--- src/rtl/mexp_pkg.sv ---
// Shared types and constants for the modular exponentiation block
`timescale 1ns / 1ps

package mexp_pkg;

  // Register word index (paddr[2]) of the modulus register
  localparam logic REG_MODULUS = 1'b0;

  // Request from the sequencer to the remainder unit
  typedef struct packed {
    logic start;  // latch dividend and begin
    logic wrap;   // modulus is zero: keep low bits only
  } red_ctrl_t;

  // Status back from the remainder unit
  typedef struct packed {
    logic busy;
    logic done;   // one-cycle pulse, remainder valid
  } red_stat_t;

endpackage

--- src/rtl/mexp_reduce.sv ---
// Bit-serial remainder unit: 2*WIDTH-bit dividend mod WIDTH-bit modulus
`timescale 1ns / 1ps

module mexp_reduce #(
  parameter int WIDTH = 16
) (
  input  logic                   clk,
  input  logic                   rst,
  input  mexp_pkg::red_ctrl_t    ctrl,
  input  logic [2*WIDTH-1:0]     dividend,
  input  logic [WIDTH-1:0]       modulus,
  output mexp_pkg::red_stat_t    stat,
  output logic [WIDTH-1:0]       remainder
);

  localparam int CW = $clog2(2 * WIDTH);

  logic [2*WIDTH-1:0] dvd;
  logic [WIDTH-1:0]   rem;
  logic [CW-1:0]      cnt;
  logic               busy;
  logic               done;

  logic [WIDTH:0]     trial;
  logic [WIDTH:0]     diff;
  logic               fits;

  // One restoring step: shift in the next dividend bit, subtract if it fits
  assign trial = {rem, dvd[2*WIDTH-1]};
  assign diff  = trial - {1'b0, modulus};
  assign fits  = trial >= {1'b0, modulus};

  always_ff @(posedge clk) begin
    if (rst) begin
      busy <= 1'b0;
      done <= 1'b0;
    end else begin
      done <= 1'b0;
      if (ctrl.start) begin
        if (ctrl.wrap) begin
          done <= 1'b1;
        end else begin
          busy <= 1'b1;
        end
      end else if (busy && cnt == '0) begin
        busy <= 1'b0;
        done <= 1'b1;
      end
    end
  end

  always_ff @(posedge clk) begin
    if (ctrl.start) begin
      dvd <= dividend;
      cnt <= CW'(2 * WIDTH - 1);
      if (ctrl.wrap) begin
        rem <= dividend[WIDTH-1:0];
      end else begin
        rem <= '0;
      end
    end else if (busy) begin
      dvd <= {dvd[2*WIDTH-2:0], 1'b0};
      cnt <= cnt - 1'b1;
      rem <= fits ? diff[WIDTH-1:0] : trial[WIDTH-1:0];
    end
  end

  assign stat.busy = busy;
  assign stat.done = done;
  assign remainder = rem;

endmodule

--- src/rtl/modular_exponentiation.sv ---
// Top level: right-to-left square and multiply modulo a configured modulus
//
//  channel   direction  handshake         payload
//  in        to block   in_valid/in_ready  base_value, power
//  out       from block out_valid/out_ready residue
//  apb       to block   psel/penable       paddr, pwdata, prdata (modulus)
//
// One multiplier and one bit-serial remainder unit are shared by all steps.
// Each modular step runs the remainder unit, one bit
// per cycle; an item takes (WIDTH + 1 + ones(power)) modular steps.
// A modulus of zero skips the bit-serial remainder unit in every
// step.
// rst is synchronous; it sets the modulus to 1 and empties the block.
// in_ready is high only while idle; the finished result is held in an output
// register, so a new item may start while the previous result waits.
`timescale 1ns / 1ps

module modular_exponentiation #(
  parameter int WIDTH = 16
) (
  input  logic             clk,
  input  logic             rst,
  input  logic             psel,
  input  logic             penable,
  input  logic             pwrite,
  input  logic [2:0]       paddr,
  input  logic [31:0]      pwdata,
  output logic [31:0]      prdata,
  output logic             pready,
  input  logic             in_valid,
  output logic             in_ready,
  input  logic [WIDTH-1:0] base_value,
  input  logic [WIDTH-1:0] power,
  output logic             out_valid,
  input  logic             out_ready,
  output logic [WIDTH-1:0] residue
);

  localparam int CW = $clog2(WIDTH);

  localparam logic [2:0] S_IDLE  = 3'd0;
  localparam logic [2:0] S_START = 3'd1;
  localparam logic [2:0] S_WAIT  = 3'd2;
  localparam logic [2:0] S_MUL   = 3'd3;
  localparam logic [2:0] S_OUT   = 3'd4;

  // What the pending remainder belongs to
  localparam logic [1:0] T_BASE = 2'd0;
  localparam logic [1:0] T_ACC  = 2'd1;
  localparam logic [1:0] T_SQR  = 2'd2;

  logic [2:0]         state;
  logic [1:0]         target;
  logic [WIDTH-1:0]   modulus;
  logic [WIDTH-1:0]   bpow;
  logic [WIDTH-1:0]   acc;
  logic [WIDTH-1:0]   expo;
  logic [CW-1:0]      cnt;
  logic [2*WIDTH-1:0] prod;

  logic [WIDTH-1:0]   mul_a;
  logic [2*WIDTH-1:0] mul_out;
  logic               do_mul;

  mexp_pkg::red_ctrl_t red_ctrl;
  mexp_pkg::red_stat_t red_stat;
  logic [WIDTH-1:0]    red_rem;

  logic cfg_wr;
  logic in_acc;
  logic out_load;

  // ---------------- configuration port ----------------
  assign pready = 1'b1;
  assign cfg_wr = psel && penable && pwrite && pready && (paddr[2] == mexp_pkg::REG_MODULUS);
  assign prdata = (paddr[2] == mexp_pkg::REG_MODULUS) ? 32'(modulus) : 32'd0;

  always_ff @(posedge clk) begin
    if (rst) begin
      modulus <= WIDTH'(1);
    end else if (cfg_wr) begin
      modulus <= pwdata[WIDTH-1:0];
    end
  end

  // ---------------- shared arithmetic ----------------
  // Multiply step after a completed multiply is always a square
  assign do_mul  = (target != T_ACC) && expo[0];
  assign mul_a   = do_mul ? acc : bpow;
  assign mul_out = {{WIDTH{1'b0}}, mul_a} * {{WIDTH{1'b0}}, bpow};

  assign red_ctrl.start = (state == S_START);
  assign red_ctrl.wrap  = (modulus == '0);

  mexp_reduce #(
    .WIDTH(WIDTH)
  ) u_reduce (
    .clk       (clk),
    .rst       (rst),
    .ctrl      (red_ctrl),
    .dividend  (prod),
    .modulus   (modulus),
    .stat      (red_stat),
    .remainder (red_rem)
  );

  // ---------------- sequencer ----------------
  assign in_ready = (state == S_IDLE) && !red_stat.busy;
  assign in_acc   = in_valid && in_ready;
  assign out_load = (state == S_OUT) && (!out_valid || out_ready);

  always_ff @(posedge clk) begin
    if (rst) begin
      state <= S_IDLE;
    end else begin
      unique case (state)
        S_IDLE: begin
          if (in_acc) begin
            state <= S_START;
          end
        end
        S_START: begin
          state <= S_WAIT;
        end
        S_WAIT: begin
          if (red_stat.done) begin
            if (target == T_SQR && cnt == CW'(WIDTH - 1)) begin
              state <= S_OUT;
            end else begin
              state <= S_MUL;
            end
          end
        end
        S_MUL: begin
          state <= S_START;
        end
        S_OUT: begin
          if (out_load) begin
            state <= S_IDLE;
          end
        end
        default: begin
          state <= S_IDLE;
        end
      endcase
    end
  end

  // Datapath registers
  always_ff @(posedge clk) begin
    if (in_acc) begin
      prod   <= {{WIDTH{1'b0}}, base_value};
      expo   <= power;
      acc    <= WIDTH'(1);
      cnt    <= '0;
      target <= T_BASE;
    end else if (state == S_MUL) begin
      prod   <= mul_out;
      target <= do_mul ? T_ACC : T_SQR;
    end else if (state == S_WAIT && red_stat.done) begin
      unique case (target)
        T_BASE: bpow <= red_rem;
        T_ACC:  acc  <= red_rem;
        T_SQR: begin
          bpow <= red_rem;
          expo <= expo >> 1;
          cnt  <= cnt + 1'b1;
        end
        default: acc <= red_rem;
      endcase
    end
  end

  // ---------------- output register ----------------
  always_ff @(posedge clk) begin
    if (rst) begin
      out_valid <= 1'b0;
    end else begin
      if (out_valid && out_ready) begin
        out_valid <= 1'b0;
      end
      if (out_load) begin
        out_valid <= 1'b1;
      end
    end
  end

  always_ff @(posedge clk) begin
    if (out_load) begin
      residue <= acc;
    end
  end

endmodule

--- config.mk ---
export PLATFORM = sky130hd
export DESIGN_NAME = modular_exponentiation
export DESIGN_NICKNAME = d
export VERILOG_FILES = /design/src/rtl/mexp_pkg.sv /design/src/rtl/mexp_reduce.sv /design/src/rtl/modular_exponentiation.sv
export SDC_FILE = /design/constraint.sdc
export NUM_CORES = 1
export LEC_CHECK = 0
export CELL_PAD_IN_SITES_DETAIL_PLACEMENT = 0
export CELL_PAD_IN_SITES_GLOBAL_PLACEMENT = 1
export CORE_ASPECT_RATIO = 0.8
export CORE_MARGIN = 10
export CORE_UTILIZATION = 30
export CTS_BUF_LIST = sky130_fd_sc_hd__clkbuf_16
export DETAILED_ROUTE_END_ITERATION = 8
export DONT_BUFFER_PORTS = 1
export GPL_TIMING_DRIVEN = 0
export PLACE_DENSITY = 0.66
export SLEW_MARGIN = 15
export SYNTH_ARGS = -nofsm -noshare
export SYNTH_HDL_FRONTEND = slang
export SYNTH_SLANG_ARGS = --single-unit
--- constraint.sdc ---
create_clock -name clk -period 6.3 [get_ports clk]
set_input_delay 0.315 -clock clk [delete_from_list [all_inputs] [get_ports clk]]
set_output_delay 0.315 -clock clk [all_outputs]
set_load 0.03 [all_outputs]
==> run summary <==
First-pass GRT wire length: 81.2 mm
Vias in the first global route: 13107
Required @ worst endpoint: 6.63 ns
Synthesized cell area: 16700 sq um
Setup ws final: -0.502 ns
H-tree depth: 4
Slew Viols, Final: 0
RePlAce Congestion: 0.892
Final hold slack: 0.0165 ns
Nature of the critical path startpoint: flip-flop
Crit. End Element: flip-flop
Detail Placement HPWL: 41.8 mm
Reg clk slew, reported paths: 0.07 ns
# setup viols final: 17
Crit path kind: flip-flop to flip-flop
Number of max-cap violations: 0
FF/Latch Area: 4670 sq um
IO Count: 125
Wire per inst: 19.8 um
Initial antenna violation count: 0
Via count: 13209
Actual slew at the worst max-slew pin: 0.995 ns
Initial drt markers: 1079
Max clock buf depth: 2
DRT met1 WL: 25.7 mm
WL met3: 5.02 mm
First-pass iteration count of the detailed router: 7
Largest net degree at the start of global routing: 49
Fmax: 0.147 GHz
Setup WS pre-CTS: -1.51 ns
Die area: 65500 sq um
Area Overhead vs Synth: 19.2%
Routed wire length: 53.8 mm
Placed insts: 2601
DP Area: 17700 sq um
Met2 wire len: 22.4 mm
IO Port Bufs: 0
Core area: 55100 sq um
CTS tree: yes
CP arrival: 7.13 ns
DIE WIDTH: 284 um
Total track usage: 16.2%
Sequential area share after synthesis: 28.0%
Asr flop ratio synth: 0%
Number of routed nets with antenna violations: 0
Later-pin clock latency in the skew report: 0.45 ns
Initial Util: 30.3%
Post-synth EDFFs: 112
Top_reg_cell synth: edfxtp_1
DR vias/cell: 4.87
Nets: 2341
Most common cell after layout, fill and taps aside: nand2_1
Clock Sinks: 177
Final hold vios: 0
RSZ-0062 raised after global routing: yes
HP Class: input port to flip-flop
Failing checks: negative setup slack
Final Cell Area: 19900 sq um
Row count: 77
Post-Syn Area per Cell: 9.09 sq um
Most frequent cells in the layout: 406 x nand2_1, 247 x inv_1, 183 x fa_1, 112 x edfxtp_1, 108 x ha_1
Flops & latches, synth: 177
Final worst-path cycle share: 108%
Post-route DRC: 0
Synth Instances: 1835
Die height: 231 um
Crit Path Max Fanout: 6
Yosys warnings: 0
Rel. slew slack: 33.0%
Final global-route overflow total: 0
Max Used Layer: met5
Diodes inserted: 0
Count of cell types in the netlist: 68
Tmin final: 6.80 ns
Status: finished, violations left
Setup Skew: 0.0135 ns
CTS buffer count: 17
Multi-input logic area: 11200 sq um
Fraction of layout cells with a size suffix above 1: 13.7%
Number of fill cells: 5674
Layout Cells excl Fill: 2713
Clock Tree Root: clkbuf_16
-- critical path, stage by stage, from the launching register on --
cell	delay [ns]
dfxtp_2	0.35
inv_4	0.04
o21ai_4	0.24
buf_6	0.14
buf_6	0.10
buf_6	0.09
mux2_4	0.32
and2_4	0.17
fa_1	0.55
inv_2	0.05
fa_1	0.47
fa_1	0.51
inv_2	0.04
fa_1	0.52
fa_1	0.55
inv_2	0.04
fa_1	0.55
inv_2	0.06
ha_4	0.27
buf_8	0.11
nand4_1	0.14
a211oi_2	0.32
o311ai_4	0.19
a21oi_2	0.18
o211ai_1	0.14
and3_1	0.18
or3b_1	0.35
-- flip-flops by register name, indices dropped and copies added, names as in the netlist --
name                count
bpow                   16
prod                   32
u_reduce.remainder     16
out_valid               1
expo                   16
state                   3
u_reduce.busy           1
u_reduce.dvd           32
cnt                     4
residue                16
acc                    16
target                  2
u_reduce.cnt            5
modulus                16
u_reduce.done           1
-- synthesized netlist by cell type, types with 2 or more instances --
cell type | n | area [sq um]
nand2_1 | 413 | 1550
inv_1 | 262 | 983
fa_1 | 195 | 3900
ha_1 | 122 | 1530
and2_1 | 118 | 738
edfxtp_1 | 112 | 3360
a21oi_1 | 89 | 445
clkbuf_1 | 76 | 285
dfxtp_1 | 65 | 1300
nor2_1 | 52 | 195
o21ai_0 | 35 | 175
xnor2_1 | 26 | 228
a21o_1 | 19 | 143
buf_4 | 17 | 128
mux2_2 | 16 | 180
o21a_1 | 16 | 120
o21ai_1 | 16 | 80.1
nand3_1 | 13 | 65.1
nor3_1 | 13 | 65.1
and3_1 | 12 | 75.1
nand4_1 | 12 | 75.1
o22ai_1 | 12 | 75.1
a211oi_1 | 10 | 75.1
xor2_1 | 10 | 87.6
mux2i_1 | 9 | 90.1
o211ai_1 | 9 | 67.6
a31oi_1 | 7 | 43.8
nand2b_1 | 7 | 43.8
nor2b_1 | 7 | 43.8
nor4_1 | 7 | 43.8
o31ai_1 | 5 | 37.5
nand3b_1 | 3 | 22.5
nor3b_1 | 3 | 22.5
o21bai_1 | 3 | 22.5
o22a_1 | 3 | 26.3
a221oi_1 | 2 | 17.5
a22oi_1 | 2 | 15.0
and4_1 | 2 | 17.5
buf_6 | 2 | 22.5
conb_1 | 2 | 7.51
nor4b_1 | 2 | 17.5
o311ai_1 | 2 | 17.5
or3_1 | 2 | 12.5
-- per-layer routing --
layer / vias up / GRT usage, %
met5: - / 0
met1: 6607 / 23.8
met2: 452 / 23.1
li1: 6093 / -
met3: 55 / 5.03
met4: 2 / 2.57
-- path summary, 6_finish.rpt --
check / to / cells after the start / slack, ns / from
worst max register to register: prod[31] / 26 / -0.50 / target[0]
worst max-delay path: prod[31] / 26 / -0.50 / target[0]
worst min register to register: prod[26] / 2 / 0.46 / prod[26]
worst min-delay path: modulus[0] / 2 / 0.02 / pwdata[0]
-- logic make-up (layout without fill, tap and decap cells) --
logic type / after synthesis / after routing / synth area share (%)
simple gates: 673 / 673 / 18.3
buf+inv: 360 / 473 / 8.58
fa+ha+maj: 317 / 317 / 32.5
compound gates: 245 / 245 / 9.09
flops: 177 / 177 / 28.0
xor+xnor: 36 / 36 / 1.89
mux: 25 / 25 / 1.62
other cells: 2 / 17 / 0.0450
-- area by class of cell --
| type | count | share of cell area, % |
|---|---|---|
| well taps | 750 | 4.72 |
| flip-flops and latches | 177 | 23.5 |
| repair buffers | 85 | 3.93 |
| inverters | 263 | 4.97 |
| plain buffers | 93 | 3.67 |
| clock buffers | 17 | 2.14 |
| clock inverters | 15 | 0.818 |
| multi-input cells | 1313 | 56.3 |
-- metrics by stage --
step	utilization [%]	setup TNS, ns
detailed placement	32.2	-20.73
finish	36.1	-4.42
floorplan	-	0
global placement	32.1	-20.27
global route	36.1	-7.36
CTS	35.2	-5.20
-- what timing repair did --
action                     4_1_cts  5_1_grt
buffers inserted                42       30
resized for setup              138       94
pin swaps                       35       65
setup endpoints to repair       22       20
hold endpoints to repair        13        0
hold buffers                    12        0
Power is not shown: default switching activity piles up to over one toggle a cycle in this logic, so the estimate is an artifact.
